`src/hdl/assert_macros.svh`:
```
// Assertion macros shared by the pan/tilt position mover RTL.
// Assertions compile away when SYNTHESIS is defined.
`ifndef ASSERT_MACROS_SVH
`define ASSERT_MACROS_SVH
`ifndef SYNTHESIS
`define ASSERT_IMP(label, clk, rst_n, ante, cons) \
  label: assert property (@(posedge clk) disable iff (!rst_n) (ante) |-> (cons)) \
    else $error("assertion failed");
`define ASSERT_NXT(label, clk, rst_n, ante, cons) \
  label: assert property (@(posedge clk) disable iff (!rst_n) (ante) |=> (cons)) \
    else $error("assertion failed");
`else
`define ASSERT_IMP(label, clk, rst_n, ante, cons)
`define ASSERT_NXT(label, clk, rst_n, ante, cons)
`endif
`endif

```
`src/hdl/tpm_pkg.sv`:
```
// Shared types, codes and constants of the pan/tilt position mover.
// No dependencies; tpm_step and the top module import this package.
package tpm_pkg;

  localparam int SLOT_COUNT = 32;
  localparam int NULL_SLOT  = 21;
  localparam int SLOT_AW    = (SLOT_COUNT > 1) ? $clog2(SLOT_COUNT) : 1;
  localparam int ENTRY_W    = 32;

  localparam logic [15:0] FULL_TURN = 16'd36000;

  typedef enum logic [1:0] {
    ACT_TICK,
    ACT_TEACH,
    ACT_MOVE,
    ACT_JOG
  } action_t;

  typedef enum logic [1:0] {
    MS_IDLE,
    MS_MOVING,
    MS_ARRIVED,
    MS_TIMEOUT
  } status_t;

  localparam logic [2:0] BTN_UP    = 3'd1;
  localparam logic [2:0] BTN_DOWN  = 3'd2;
  localparam logic [2:0] BTN_RIGHT = 3'd3;
  localparam logic [2:0] BTN_LEFT  = 3'd4;

  localparam logic [1:0] CFG_DEADBAND = 2'd0;
  localparam logic [1:0] CFG_PAN_MIN  = 2'd1;
  localparam logic [1:0] CFG_PAN_MAX  = 2'd2;
  localparam logic [1:0] CFG_TIMEOUT  = 2'd3;

  localparam logic [9:0]  DEADBAND_RST = 10'd50;
  localparam logic [15:0] PAN_MIN_RST  = 16'd1000;
  localparam logic [15:0] PAN_MAX_RST  = 16'd35000;
  localparam logic [15:0] TIMEOUT_RST  = 16'd1714;

  // Relay vector bit positions.
  localparam int R_UP    = 0;
  localparam int R_DOWN  = 1;
  localparam int R_RIGHT = 2;
  localparam int R_LEFT  = 3;
  localparam int R_LOCK  = 4;

  // Axis bit positions.
  localparam int AX_TILT = 0;
  localparam int AX_PAN  = 1;

  typedef struct packed {
    logic [1:0]         action;
    logic [4:0]         slot;
    logic [15:0]        pan_raw;
    logic signed [15:0] tilt_raw;
    logic [2:0]         button;
  } item_t;

  typedef struct packed {
    logic [9:0]  deadband;
    logic [15:0] pan_min;
    logic [15:0] pan_max;
    logic [15:0] timeout_ticks;
  } cfg_t;

  typedef struct packed {
    logic [15:0] pan_offset;
    logic [1:0]  axis_active;
    logic [1:0]  axis_dir;
    logic [31:0] target;
    logic [15:0] tick;
    logic [4:0]  relay;
    status_t     status;
  } mv_state_t;

  typedef struct packed {
    logic [4:0]  relay;
    logic [1:0]  move_status;
    logic [15:0] pan_relative;
  } result_t;

  typedef struct packed {
    logic               en;
    logic [SLOT_AW-1:0] addr;
    logic [ENTRY_W-1:0] data;
  } tbl_wr_t;

endpackage

```
`src/hdl/tpm_if.sv`:
```
// Valid/ready channel interfaces for input items and result beats.
// Standalone; payload fields use the widths of the package types.
interface tpm_in_if;
  logic               valid;
  logic               ready;
  logic [1:0]         action;
  logic [4:0]         slot;
  logic [15:0]        pan_raw;
  logic signed [15:0] tilt_raw;
  logic [2:0]         button;

  modport source(output valid, action, slot, pan_raw, tilt_raw, button, input ready);
  modport sink(input valid, action, slot, pan_raw, tilt_raw, button, output ready);
endinterface

interface tpm_out_if;
  logic        valid;
  logic        ready;
  logic        relay_tilt_up;
  logic        relay_tilt_down;
  logic        relay_pan_right;
  logic        relay_pan_left;
  logic        relay_lock;
  logic [1:0]  move_status;
  logic [15:0] pan_relative;

  modport source(output valid, relay_tilt_up, relay_tilt_down, relay_pan_right,
                 relay_pan_left, relay_lock, move_status, pan_relative, input ready);
  modport sink(input valid, relay_tilt_up, relay_tilt_down, relay_pan_right,
               relay_pan_left, relay_lock, move_status, pan_relative, output ready);
endinterface

```
`src/hdl/tpm_ram.sv`:
```
// Generic single-write, single-read synchronous RAM with registered read data.
// No dependencies.
module tpm_ram #(
  parameter int WIDTH = 32,
  parameter int DEPTH = 32
) (
  input  logic                     clk,
  input  logic                     we,
  input  logic [$clog2(DEPTH)-1:0] waddr,
  input  logic [WIDTH-1:0]         wdata,
  input  logic                     re,
  input  logic [$clog2(DEPTH)-1:0] raddr,
  output logic [WIDTH-1:0]         rdata
);

  logic [WIDTH-1:0] mem [DEPTH];
  logic [WIDTH-1:0] rdata_r;

  always_ff @(posedge clk) begin
    if (we) begin
      mem[waddr] <= wdata;
    end
    if (re) begin
      rdata_r <= mem[raddr];
    end
  end

  assign rdata = rdata_r;

endmodule

```
`src/hdl/tpm_step.sv`:
```
// Next-state and result logic for one item: tick, teach, move or jog.
// Depends on tpm_pkg; the table entry comes from the position RAM.
module tpm_step
  import tpm_pkg::*;
(
  input  item_t              item,
  input  logic [ENTRY_W-1:0] entry,
  input  mv_state_t          st,
  input  cfg_t               cfg,
  output mv_state_t          st_nxt,
  output tbl_wr_t            tbl_wr,
  output result_t            res
);

  always_comb begin
    logic [16:0]        diff;
    logic [15:0]        pcur;
    logic signed [15:0] tcur;
    logic signed [15:0] tt_l;
    logic [15:0]        pt_l;
    logic signed [15:0] tt_e;
    logic [15:0]        pt_e;
    logic signed [16:0] t_err;
    logic [16:0]        t_abs;
    logic signed [17:0] p_err;
    logic [17:0]        p_abs;
    logic               busy;
    logic               slot_ok;
    logic               is_null;
    logic               rel_zero;

    diff     = {1'b0, item.pan_raw} - {1'b0, st.pan_offset};
    pcur     = diff[16] ? diff[15:0] + FULL_TURN : diff[15:0];
    tcur     = item.tilt_raw;
    tt_l     = st.target[31:16];
    pt_l     = st.target[15:0];
    tt_e     = entry[31:16];
    pt_e     = entry[15:0];
    t_err    = {tt_e[15], tt_e} - {tcur[15], tcur};
    t_abs    = t_err[16] ? 17'(-t_err) : 17'(t_err);
    p_err    = $signed({2'b00, pt_e}) - $signed({2'b00, pcur});
    p_abs    = p_err[17] ? 18'(-p_err) : 18'(p_err);
    busy     = |st.axis_active;
    slot_ok  = int'(item.slot) < SLOT_COUNT;
    is_null  = int'(item.slot) == NULL_SLOT;
    rel_zero = 1'b0;

    st_nxt = st;
    tbl_wr = '0;

    unique case (action_t'(item.action))
      ACT_TICK: begin
        if (busy) begin
          if (st.tick >= cfg.timeout_ticks) begin
            st_nxt.axis_active = '0;
            st_nxt.relay       = '0;
            st_nxt.status      = MS_TIMEOUT;
          end else begin
            if (st.axis_active[AX_TILT] &&
                (st.axis_dir[AX_TILT] ? (tt_l <= tcur) : (tt_l >= tcur))) begin
              st_nxt.relay[R_UP]         = 1'b0;
              st_nxt.relay[R_DOWN]       = 1'b0;
              st_nxt.axis_active[AX_TILT] = 1'b0;
            end
            if (st.axis_active[AX_PAN] &&
                (st.axis_dir[AX_PAN] ? (pt_l <= pcur) : (pt_l >= pcur))) begin
              st_nxt.relay[R_RIGHT]      = 1'b0;
              st_nxt.relay[R_LEFT]       = 1'b0;
              st_nxt.axis_active[AX_PAN] = 1'b0;
            end
            st_nxt.tick = st.tick + 16'd1;
            if (st_nxt.axis_active == '0) begin
              st_nxt.relay  = '0;
              st_nxt.status = MS_ARRIVED;
            end
          end
        end
      end
      ACT_TEACH: begin
        if (slot_ok) begin
          tbl_wr.en   = 1'b1;
          tbl_wr.addr = SLOT_AW'(item.slot);
          tbl_wr.data = {tcur, (is_null ? item.pan_raw : pcur)};
          if (is_null) begin
            st_nxt.pan_offset = item.pan_raw;
            rel_zero          = 1'b1;
          end
        end
      end
      ACT_MOVE: begin
        if (!busy && slot_ok) begin
          st_nxt.target      = entry;
          st_nxt.tick        = '0;
          st_nxt.axis_dir    = '0;
          st_nxt.axis_active = '0;
          st_nxt.relay       = '0;
          st_nxt.relay[R_LOCK] = 1'b1;
          if (t_abs > {7'd0, cfg.deadband}) begin
            st_nxt.axis_active[AX_TILT] = 1'b1;
            if (tt_e > tcur) begin
              st_nxt.relay[R_DOWN]     = 1'b1;
              st_nxt.axis_dir[AX_TILT] = 1'b1;
            end else begin
              st_nxt.relay[R_UP] = 1'b1;
            end
          end
          if (p_abs > {8'd0, cfg.deadband} && pt_e > cfg.pan_min && pt_e < cfg.pan_max) begin
            st_nxt.axis_active[AX_PAN] = 1'b1;
            if (pt_e > pcur) begin
              st_nxt.relay[R_RIGHT]   = 1'b1;
              st_nxt.axis_dir[AX_PAN] = 1'b1;
            end else begin
              st_nxt.relay[R_LEFT] = 1'b1;
            end
          end
          if (st_nxt.axis_active == '0) begin
            st_nxt.relay  = '0;
            st_nxt.status = MS_ARRIVED;
          end else begin
            st_nxt.status = MS_MOVING;
          end
        end
      end
      ACT_JOG: begin
        if (!busy) begin
          st_nxt.status = MS_IDLE;
          unique case (item.button)
            BTN_UP: begin
              st_nxt.relay[R_DOWN] = 1'b0;
              st_nxt.relay[R_UP]   = 1'b1;
              st_nxt.relay[R_LOCK] = 1'b1;
            end
            BTN_DOWN: begin
              st_nxt.relay[R_UP]   = 1'b0;
              st_nxt.relay[R_DOWN] = 1'b1;
              st_nxt.relay[R_LOCK] = 1'b1;
            end
            BTN_RIGHT: begin
              st_nxt.relay[R_LEFT]  = 1'b0;
              st_nxt.relay[R_RIGHT] = 1'b1;
              st_nxt.relay[R_LOCK]  = 1'b1;
            end
            BTN_LEFT: begin
              st_nxt.relay[R_RIGHT] = 1'b0;
              st_nxt.relay[R_LEFT]  = 1'b1;
              st_nxt.relay[R_LOCK]  = 1'b1;
            end
            default: begin
              st_nxt.relay = '0;
            end
          endcase
        end
      end
      default: begin
        st_nxt = st;
      end
    endcase

    res.relay        = st_nxt.relay;
    res.move_status  = (|st_nxt.axis_active) ? MS_MOVING : st_nxt.status;
    res.pan_relative = rel_zero ? 16'd0 : pcur;
  end

endmodule

```
`src/hdl/two_axis_teach_position_mover.sv`:
```
// Flow: an item is accepted only in S_IDLE; the position RAM read of its slot
// precedes the update in S_EXEC, where the result beat is registered when the
// update commits, and a full result register holds the update until it is taken.
// Reset: synchronous active-low rst_n clears control state, the move state and the
// per-entry table valid bits at once, and loads the register defaults.
// Depends on tpm_pkg, tpm_if, tpm_ram, tpm_step and assert_macros.svh.
`include "assert_macros.svh"
module two_axis_teach_position_mover
  import tpm_pkg::*;
(
  input  logic             clk,
  input  logic             rst_n,
  tpm_in_if.sink           in_ch,
  tpm_out_if.source        out_ch,
  input  logic             cfg_we,
  input  logic [1:0]       cfg_index,
  input  logic [15:0]      cfg_wdata
);

  typedef enum logic {S_IDLE, S_EXEC} fsm_t;

  fsm_t               state_r;
  item_t              item_r;
  cfg_t               cfg_r;
  mv_state_t          st_r;
  mv_state_t          st_nxt;
  logic [SLOT_COUNT-1:0] valid_r;
  logic               out_valid_r;
  result_t            res_r;
  result_t            res_nxt;
  tbl_wr_t            tbl_wr;
  logic [ENTRY_W-1:0] rd_data;
  logic [ENTRY_W-1:0] entry;
  logic [SLOT_AW-1:0] rd_idx;
  logic               in_acc;
  logic               commit;

  assign in_ch.ready = (state_r == S_IDLE);
  assign in_acc      = in_ch.valid && in_ch.ready;
  assign commit      = (state_r == S_EXEC) && (!out_valid_r || out_ch.ready);
  assign rd_idx      = SLOT_AW'(item_r.slot);
  assign entry       = valid_r[rd_idx] ? rd_data : '0;

  tpm_ram #(
    .WIDTH(ENTRY_W),
    .DEPTH(SLOT_COUNT)
  ) u_table (
    .clk  (clk),
    .we   (commit && tbl_wr.en),
    .waddr(tbl_wr.addr),
    .wdata(tbl_wr.data),
    .re   (in_acc),
    .raddr(SLOT_AW'(in_ch.slot)),
    .rdata(rd_data)
  );

  tpm_step u_step (
    .item  (item_r),
    .entry (entry),
    .st    (st_r),
    .cfg   (cfg_r),
    .st_nxt(st_nxt),
    .tbl_wr(tbl_wr),
    .res   (res_nxt)
  );

  always_ff @(posedge clk) begin
    if (in_acc) begin
      item_r <= {in_ch.action, in_ch.slot, in_ch.pan_raw, in_ch.tilt_raw, in_ch.button};
    end
    if (commit) begin
      res_r <= res_nxt;
    end
  end

  always_ff @(posedge clk) begin
    if (!rst_n) begin
      cfg_r.deadband      <= DEADBAND_RST;
      cfg_r.pan_min       <= PAN_MIN_RST;
      cfg_r.pan_max       <= PAN_MAX_RST;
      cfg_r.timeout_ticks <= TIMEOUT_RST;
    end else if (cfg_we) begin
      unique case (cfg_index)
        CFG_DEADBAND: cfg_r.deadband      <= cfg_wdata[9:0];
        CFG_PAN_MIN:  cfg_r.pan_min       <= cfg_wdata;
        CFG_PAN_MAX:  cfg_r.pan_max       <= cfg_wdata;
        CFG_TIMEOUT:  cfg_r.timeout_ticks <= cfg_wdata;
        default:      cfg_r               <= cfg_r;
      endcase
    end
  end

  always_ff @(posedge clk) begin
    if (!rst_n) begin
      state_r     <= S_IDLE;
      st_r        <= '0;
      valid_r     <= '0;
      out_valid_r <= 1'b0;
    end else begin
      if (out_valid_r && out_ch.ready && !commit) begin
        out_valid_r <= 1'b0;
      end
      unique case (state_r)
        S_IDLE: begin
          if (in_acc) begin
            state_r <= S_EXEC;
          end
        end
        S_EXEC: begin
          if (commit) begin
            st_r        <= st_nxt;
            out_valid_r <= 1'b1;
            state_r     <= S_IDLE;
            if (tbl_wr.en) begin
              valid_r[tbl_wr.addr] <= 1'b1;
            end
          end
        end
        default: begin
          state_r <= S_IDLE;
        end
      endcase
    end
  end

  assign out_ch.valid           = out_valid_r;
  assign out_ch.relay_tilt_up   = res_r.relay[R_UP];
  assign out_ch.relay_tilt_down = res_r.relay[R_DOWN];
  assign out_ch.relay_pan_right = res_r.relay[R_RIGHT];
  assign out_ch.relay_pan_left  = res_r.relay[R_LEFT];
  assign out_ch.relay_lock      = res_r.relay[R_LOCK];
  assign out_ch.move_status     = res_r.move_status;
  assign out_ch.pan_relative    = res_r.pan_relative;

  `ASSERT_IMP(a_tilt_excl, clk, rst_n, 1'b1, !(st_r.relay[R_UP] && st_r.relay[R_DOWN]))
  `ASSERT_IMP(a_pan_excl, clk, rst_n, 1'b1, !(st_r.relay[R_RIGHT] && st_r.relay[R_LEFT]))
  `ASSERT_IMP(a_move_lock, clk, rst_n, |st_r.axis_active, st_r.relay[R_LOCK])
  `ASSERT_IMP(a_dir_lock, clk, rst_n, |st_r.relay[R_LEFT:R_UP], st_r.relay[R_LOCK])
  `ASSERT_NXT(a_acc_exec, clk, rst_n, in_acc, state_r == S_EXEC)
  `ASSERT_NXT(a_commit_out, clk, rst_n, commit, out_valid_r)

endmodule
```
`src/flat_wrapper.sv`:
```
// flat-port wrapper written by rule: the top's interface ports become plain ports
module two_axis_teach_position_mover_flat import tpm_pkg::*;
  (clk, rst_n, cfg_we, cfg_index, cfg_wdata, in_ch_valid, in_ch_action, in_ch_slot, in_ch_pan_raw, in_ch_tilt_raw, in_ch_button, in_ch_ready, out_ch_valid, out_ch_relay_tilt_up, out_ch_relay_tilt_down, out_ch_relay_pan_right, out_ch_relay_pan_left, out_ch_relay_lock, out_ch_move_status, out_ch_pan_relative, out_ch_ready);
  tpm_in_if in_ch_i ();
  tpm_out_if out_ch_i ();
  input  logic clk;
  input  logic rst_n;
  input  logic cfg_we;
  input  logic [1:0] cfg_index;
  input  logic [15:0] cfg_wdata;
  input wire logic [$bits(in_ch_i.valid)-1:0] in_ch_valid;
  input wire logic [$bits(in_ch_i.action)-1:0] in_ch_action;
  input wire logic [$bits(in_ch_i.slot)-1:0] in_ch_slot;
  input wire logic [$bits(in_ch_i.pan_raw)-1:0] in_ch_pan_raw;
  input wire logic [$bits(in_ch_i.tilt_raw)-1:0] in_ch_tilt_raw;
  input wire logic [$bits(in_ch_i.button)-1:0] in_ch_button;
  output wire logic [$bits(in_ch_i.ready)-1:0] in_ch_ready;
  output wire logic [$bits(out_ch_i.valid)-1:0] out_ch_valid;
  output wire logic [$bits(out_ch_i.relay_tilt_up)-1:0] out_ch_relay_tilt_up;
  output wire logic [$bits(out_ch_i.relay_tilt_down)-1:0] out_ch_relay_tilt_down;
  output wire logic [$bits(out_ch_i.relay_pan_right)-1:0] out_ch_relay_pan_right;
  output wire logic [$bits(out_ch_i.relay_pan_left)-1:0] out_ch_relay_pan_left;
  output wire logic [$bits(out_ch_i.relay_lock)-1:0] out_ch_relay_lock;
  output wire logic [$bits(out_ch_i.move_status)-1:0] out_ch_move_status;
  output wire logic [$bits(out_ch_i.pan_relative)-1:0] out_ch_pan_relative;
  input wire logic [$bits(out_ch_i.ready)-1:0] out_ch_ready;
  assign in_ch_i.valid = in_ch_valid;
  assign in_ch_i.action = in_ch_action;
  assign in_ch_i.slot = in_ch_slot;
  assign in_ch_i.pan_raw = in_ch_pan_raw;
  assign in_ch_i.tilt_raw = in_ch_tilt_raw;
  assign in_ch_i.button = in_ch_button;
  assign in_ch_ready = in_ch_i.ready;
  assign out_ch_valid = out_ch_i.valid;
  assign out_ch_relay_tilt_up = out_ch_i.relay_tilt_up;
  assign out_ch_relay_tilt_down = out_ch_i.relay_tilt_down;
  assign out_ch_relay_pan_right = out_ch_i.relay_pan_right;
  assign out_ch_relay_pan_left = out_ch_i.relay_pan_left;
  assign out_ch_relay_lock = out_ch_i.relay_lock;
  assign out_ch_move_status = out_ch_i.move_status;
  assign out_ch_pan_relative = out_ch_i.pan_relative;
  assign out_ch_i.ready = out_ch_ready;
  two_axis_teach_position_mover u_core (.clk(clk), .rst_n(rst_n), .in_ch(in_ch_i), .out_ch(out_ch_i), .cfg_we(cfg_we), .cfg_index(cfg_index), .cfg_wdata(cfg_wdata));
endmodule
```
`config.mk`:
```
export PLATFORM = sky130hd
export DESIGN_NAME = two_axis_teach_position_mover_flat
export DESIGN_NICKNAME = d
export VERILOG_FILES = /design/src/hdl/tpm_pkg.sv /design/src/hdl/tpm_if.sv /design/src/hdl/tpm_ram.sv /design/src/hdl/tpm_step.sv /design/src/hdl/two_axis_teach_position_mover.sv /design/src/flat_wrapper.sv
export VERILOG_INCLUDE_DIRS = /design/src /design/src/hdl
export SDC_FILE = /design/constraint.sdc
export NUM_CORES = 2
export LEC_CHECK = 0
export ABC_CLOCK_PERIOD_IN_PS = 7100
export BUFFER_PORTS_ARGS = -buffer_cell sky130_fd_sc_hd__buf_4
export CAP_MARGIN = 15
export CORE_MARGIN = 8
export CORE_UTILIZATION = 59
export CTS_BUF_LIST = sky130_fd_sc_hd__clkbuf_2
export CTS_CLUSTER_DIAMETER = 200
export DETAILED_ROUTE_END_ITERATION = 12
export GPL_TIMING_DRIVEN = 1
export PLACE_DENSITY_LB_ADDON = 0.12
export SETUP_SLACK_MARGIN = 0.5
export SYNTH_ARGS = -nofsm -noshare
export SYNTH_HDL_FRONTEND = slang
export SYNTH_SLANG_ARGS = --single-unit
```
`constraint.sdc`:
```
create_clock -name clk -period 7.1 [get_ports clk]
set_input_delay 0.71 -clock clk [delete_from_list [all_inputs] [get_ports clk]]
set_output_delay 0.71 -clock clk [all_outputs]
set_load 0.02 [all_outputs]
```
* Yosys cells after proc, flatten, opt, wreduce, memory -nomap -nowiden
Memory sizes are Yosys's and may differ from the RTL's. A register that Yosys moved wholly into a read port is not among the register bits.
Index checks and enable logic that the tools add are counted.
** Word-level totals
- Memories :: 1
- Input bits :: 65
- Memory bits (writable) :: 1024
- Register bits :: 232
- Latch bits :: 0
- Memory bits (read-only) :: 0
- Output and inout bits :: 25
- Word-level logic and storage cells :: 155
** Memories
- u_core.u_table.mem :: depth 32, width 32, rd ports 1, clocked after memory_dff 1, write ports 1, line tpm_ram.sv:16 : logic [WIDTH-1:0] mem [DEPTH];
** Operators by class
- Mux-type cells :: 62
- Magnitude comparators :: 14
- Add/subtract/negate cells :: 7
- Bitwise operators :: 3
- Reduce and logical (&&, ||, !) cells :: 32
- Divide/modulo/power cells :: 0
- Eq/ne operators :: 14
- Shift-type cells :: 0
- Multipliers :: 0
** Operators by type and width (number)
- $mux W59 :: 1
- $sub A16 B16 Y17 :: 3
- $ge A16 B16 Y1 :: 3
- $gt A16 B16 Y1 :: 3
- $mux W16 :: 3
- $mux W38 :: 1
- $mux W1 :: 34
- $le A16 B16 Y1 :: 2
- $mux W32 :: 1
- $or A32 B32 Y32 :: 1
- $pmux W16 S2 :: 1
- $mux W23 :: 1
- $mux W7 :: 3
- $pmux W7 S3 :: 1
- $gt A18 B10 Y1 :: 1
- $mux W18 :: 1
- $neg A17 Y18 :: 1
- $gt A17 B10 Y1 :: 1
- $mux W17 :: 1
- $neg A17 Y17 :: 1
- $add A16 B1 Y16 const B :: 1
- $add A16 B16 Y16 const B :: 1
- $lt A16 B16 Y1 :: 1
- $mux W2 :: 7
- 27 further kinds :: 58

* Depth between registers and ports, before layout
- Depth in word-level cells :: 17
- Depth in mapped cells :: 38
- Gate-level depth less buffers :: 36

* Modules after synthesis
From an unflattened synthesis, not the netlist that was laid out.
** Second synthesis, totals
- Cell total of the unflattened synthesis :: 4274
- Area total of the unflattened synthesis :: 57390.0 sq um
** Modules (own cells, without submodules)
- tpm_ram :: area an instance 40812.9 sq um, cells each 2260, sequential area each 31710.4 sq um, instances 1
- two_axis_teach_position_mover :: area an instance 8729.6 sq um, cells each 851, sequential area each 5295.1 sq um, instances 1
- tpm_step :: area an instance 7847.5 sq um, cells each 1163, sequential area each 0.0 sq um, instances 1

* Least setup slack after synthesis
OpenSTA, ideal clock, no wires.
- Kind :: reg-to-reg
- From :: register u_core.item_r (netlist bit u_core.rd_idx[0])
- To :: register u_core.res_r (netlist bit u_core.out_ch.move_status[0]) (data pin)
- Stages on the path, launching flop included :: 38
- Required time :: 6835 ps
- Path slack :: 32 ps
- Path buffers :: 6
- Setup time :: 265 ps
- Clock period less this slack :: 7068 ps
- Data arrival time :: 6802 ps
- Path through :: edfxtp_1 buf_4 buf_12 buf_6 mux2i_1 a22oi_1 and3_4 or3_1 clkbuf_1 clkbuf_1 nand2_1 ha_1 inv_1 fa_1 a21o_1 a221oi_1 o21bai_1 a21oi_1 [2 not listed] o211ai_1 clkbuf_1 mux2_2 ha_1 nor2b_1 o21a_1 o21a_1 o21a_1 o21a_1 o21ai_0 nand2b_1 a21oi_1 o21ai_0 o31a_1 a2111oi_4 o31a_1 and3_1 nand4_1
** On the way
- Word-level cells in the longest chain between the ends :: 16
- Elaborated cells on any way between the ends :: 27
- Those cells by class :: add/sub: 4; order compare: 4; mux: 15; reduce/logical: 4
** Ends and longest elaborated chain
- from (decl) :: line two_axis_teach_position_mover.sv:23 : item_t item_r;
- from (signal assigned) :: line two_axis_teach_position_mover.sv:69 : item_r <= {in_ch.action, in_ch.slot, in_ch.pan_raw, in_ch.tilt_raw, in_ch.button};
- $bmux W1 S5 * :: line two_axis_teach_position_mover.sv:42 : assign entry = valid_r[rd_idx] ? rd_data : '0;
- $mux W1 (implied by the code) * :: line two_axis_teach_position_mover.sv:42
- $mux W32 * :: line two_axis_teach_position_mover.sv:42
- $sub A16 B16 Y17 :: line tpm_step.sv:41 : p_err = $signed({2'b00, pt_e}) - $signed({2'b00, pcur});
- $neg A17 Y18 :: line tpm_step.sv:42 : p_abs = p_err[17] ? 18'(-p_err) : 18'(p_err);
- $mux W18 :: line tpm_step.sv:42
- $gt A18 B10 Y1 :: line tpm_step.sv:107 : if (p_abs > {8'd0, cfg.deadband} && pt_e > cfg.pan_min && pt_e < cfg.pan_max) begin
- $logic_and A1 B1 Y1 (2 in series) :: line tpm_step.sv:107
- $mux W1 :: line tpm_step.sv:107
- $mux W1 :: line tpm_step.sv:91 : if (!busy && slot_ok) begin
- $mux W1 :: line tpm_step.sv:51 : unique case (action_t'(item.action))
- $logic_not A2 Y1 :: line tpm_step.sv:116 : if (st_nxt.axis_active == '0) begin
- $mux W2 :: line tpm_step.sv:116
- $mux W59 * :: line tpm_step.sv:91
- $pmux W7 S3 :: line tpm_step.sv:51
- to (signal assigned) :: line two_axis_teach_position_mover.sv:72 : res_r <= res_nxt;
- to (decl) :: line two_axis_teach_position_mover.sv:29 : result_t res_r;
Mark *: on every way between the ends. The rest lies on a longest branch, timed or not. The select of a mux whose other input is x is not followed.
A chain may end at the register's enable or synchronous reset.

* Final worst setup path
- From :: register u_core.item_r (netlist bit u_core.rd_idx[0])
- To :: register u_core.res_r (netlist bit u_core.out_ch.move_status[1]) (data pin)
** On the way
- Elaborated cells on any way between the ends :: 27
- Those cells by class :: add/sub: 4; order compare: 4; mux: 15; reduce/logical: 4
** RTL lines
- $bmux W1 S5 * :: line two_axis_teach_position_mover.sv:42
- $mux W1 (implied by the code) * :: line two_axis_teach_position_mover.sv:42
- $mux W32 * :: line two_axis_teach_position_mover.sv:42
- via u_core.entry[18] :: line two_axis_teach_position_mover.sv:33 : logic [ENTRY_W-1:0] entry;
- $sub A16 B16 Y17 * :: line tpm_step.sv:39 : t_err = {tt_e[15], tt_e} - {tcur[15], tcur};
- $neg A17 Y17 :: line tpm_step.sv:40 : t_abs = t_err[16] ? 17'(-t_err) : 17'(t_err);
- $mux W17 * :: line tpm_step.sv:40
- $gt A17 B10 Y1 * :: line tpm_step.sv:98 : if (t_abs > {7'd0, cfg.deadband}) begin
- $mux W1 * :: line tpm_step.sv:98
- $mux W1 * :: line tpm_step.sv:91
- $mux W1 * :: line tpm_step.sv:51
- $logic_not A2 Y1 :: line tpm_step.sv:116
- $mux W2 :: line tpm_step.sv:116
- $mux W59 * :: line tpm_step.sv:91
- $pmux W7 S3 :: line tpm_step.sv:51
The timed path passes the listed nets; every way through them passes the cells marked *. The select of a mux whose other input is x is not followed.

==> results.toml <==
[synthesis]
synth_compound_area_share_pct = 5.85
synthCells = 3427
synth_enable_flop_cells = 1121
muxShareOfSynthArea_pct = 14.2
seq_area_frac_synth_pct = 66.9
synth-simple-area-share_pct = 6.25
avgSynthCellArea_um2 = 16.1
synth_largest_area_cell = "edfxtp_1"
synth_top_family_by_area = "multiplexers"
synth_top_area_share_pct = 60.8
syn-num-nets = 3643
synth_warnings = 0
ys_ff_latch = 1288
ys.flop_type = "edfxtp_1"
synth_xor_area_share_pct = 1.38
ys_async_sr_fraction_pct = 0
synthAdderAreaFrac_pct = 3.47
yosys-top-cells-area = "edfxtp_1 (61%), mux4_2 (13%), dfxtp_1 (6.0%), ha_1 (3.3%), nand2_1 (1.8%)"
synth_cell_types = 100
synthesis.area_mm2 = 0.0553

[worst_setup_path]
cpMostUsedCell = "o21a_1"
critPathKind = "reg -> reg"
r2r-start = "u_core.rd_idx[0]$_DFFE_PP_"
crit_required_ns = 8.31
cp_max_fo = 6
worstSetupStartpoint = "u_core.rd_idx[0]$_DFFE_PP_"
worst_ep_arrival_time_ns = 7.85
crit_slowest_cell = "or3_4"
critPathCaptureType = "flop"
path_buf_inv = 5
cpLargestDelayFamily = "compound AO/OA/AOI/OAI gates"
start_kind = "flop"
cp_slowest_stage_delay_ns = 0.45

[flow_run]
cap_violations = 0

[routing]
wl_met2_um = 73100
highest_layer = "met4"
drt_iter0_markers = 3515
wirelength_um = 147000
wl_per_cell_um = 26.7
route.met3.wl_um = 12000
via_per_inst = 6.24
drc = 0
num_vias = 34300
postRouteAntennaNets = 0
met1Wirelength_um = 56600
first_pass_iters = 8

[sta]
worst_pin_slew_ns = 1.19
hold_slack_ns = 0.226
finalHoldViolCount = 0
rsz0062_at_grt = "true"
clock_skew_ns = 0.211
slew_viol_final = 0
max_slew_margin_pct = 20.9
fmax_ghz = 0.151
fin_crit_sh_pct = 93.5
min_period_ns = 6.64
setup_viol = 0

[final_layout]
layout.nets = 4211
fill_cells = 6362
layout_common_cells = "edfxtp_1 (1121), clkbuf_2 (485), mux4_2 (322)"
syn2layout_area_growth_pct = 14.6
drive_above_1_share_pct = 30.5
final_util_pct = 68.0
final_common_cell = "edfxtp_1"

[floorplan]
initial_utilization_pct = 59.4
fp.dieW_um = 322
core_region_area_mm2 = 0.0932
die_h_um = 322
die-area_mm2 = 0.104
fp-row-count = 112
io_pins = 90

[global_routing]
grt_pass1_vias = 35200
antenna_found_initial = 4
grt_usage_pct = 27.9
grt_first_pass_wirelength_um = 215000
overflow = 0
grt_max_degree = 127

[pwr]
max-vdd-ir-drop_uv = 142
powerDensity_mw_per_mm2 = 236
cellLeakagePower_uw = 0.0230

[clock_tree]
cts.sinks = 1288
cts_buffer_depth = 4
clk_pin_slew_ns = 0.11
ctsHtreeMaxLevel = 5
insertion_delay_ns = 1.49
cts_tree = "yes"
cts_buffers = 331
cts-root-buf = "clkbuf_2"

[hold_path]
hold_start = "cfg_wdata[6]"
hold_path_class = "in -> reg"

[placement]
dp_hpwl_um = 86000
io_buffers = 89
globalplace.congestion = 0.926

[run_status]
status = "finished clean"
per-layer routing:
metal	GRT usage, %	vias to the layer above
met3	5.08	370
met4	10.9	0
met5	0	-
li1	-	14700
met1	36.7	17400
met2	46.5	1774
logic make-up (layout without fill, tap and decap cells):
| group | count (synthesis) | after routing |
|---|---|---|
| DFF | 1288 | 1288 |
| and+or+nand+nor | 756 | 756 |
| other | 0 | 7 |
| xor gates and xnor gates | 79 | 79 |
| muxes | 378 | 378 |
| adders and majority gates | 152 | 152 |
| buffers and inverters | 283 | 1089 |
| AOI/OAI and AO/OA | 491 | 492 |
what timing repair did:
item                                   in CTS  in global routing
cloned                                      3                  3
endpoints found under the hold margin     148                  0
gates resized for setup                    37                 59
hold buffers                              118                  0
pin swaps                                  28                 50
buffers inserted                           32                 26
setup endpoints to repair                  18                 18
cell type report:
type / instances / area (um2) / area share, %
Tap cell: 1254 / 1570 / 2.47
Timing Repair Buffer: 385 / 3470 / 5.47
Antenna cell: 7 / 17.5 / 0.0276
Multi-Input combinational cell: 1857 / 18000 / 28.4
Clock buffer: 485 / 2430 / 3.83
Sequential cell: 1288 / 37000 / 58.4
Clock inverter: 87 / 400 / 0.631
Inverter: 132 / 498 / 0.785
metrics by stage:
step	power [uW]	cells	area [um2]	setup slack, ns	TNS [ns]
floorplan	9570	3427	55400	0.477	0
detailed placement	10100	4731	58300	-0.0339	-0.0634
finish	14900	5495	63400	0.463	0
global route	15600	5495	63400	0.118	0
global placement	10000	4731	58300	0.230	0
CTS	15000	5456	62800	0.474	0
synth_stat cells, types with 24 or more instances:
cell,count
a21o_1,31
a21oi_1,180
and2_1,36
buf_1,27
clkbuf_1,119
dfxtp_1,167
edfxtp_1,1121
ha_1,148
inv_1,128
mux2_2,34
mux4_2,322
nand2_1,269
nand2b_1,25
nand3_1,39
nand4_1,26
nor2_1,236
nor2b_1,30
o211ai_1,33
o21a_1,24
o21ai_0,79
xnor2_1,42
xor2_1,30
worst paths after layout:
check / to / slack [ns] / depth (start not counted)
worst max-delay path: u_core.out_ch.move_status[1]$_SDFFCE_PP0P_ / 0.46 / 34
worst min-delay path: u_core.cfg_r[38]$_SDFFE_PN1P_ / 0.23 / 4
worst max register to register: u_core.out_ch.move_status[1]$_SDFFCE_PP0P_ / 0.46 / 34
worst min register to register: u_core.st_r[69]$_SDFFE_PN0P_ / 0.46 / 2
worst min-delay path: stages:
cell           delay (ns)
dlygate4sd3_1        0.53
buf_4                0.15
nand2_1              0.05
o211ai_1             0.08
registers in the layout, summed over array words and instances (netlist names), 2 cells and up:
signal,count
u_core.cfg_r,58
u_core.item_r,37
u_core.out_ch.move_status,2
u_core.out_ch.pan_relative,16
u_core.rd_idx,5
u_core.st_r,75
u_core.u_table.mem,1024
u_core.u_table.rdata,32
u_core.valid_r,32
where the power goes:
| group | switching, uW | internal, uW |
|---|---|---|
| clock | 2930 | 1880 |
| sequential | 44.6 | 8310 |
| combinational | 1020 | 762 |
| total | 3990 | 11000 |
No activity file was read; power rests on OpenSTA's default activity.
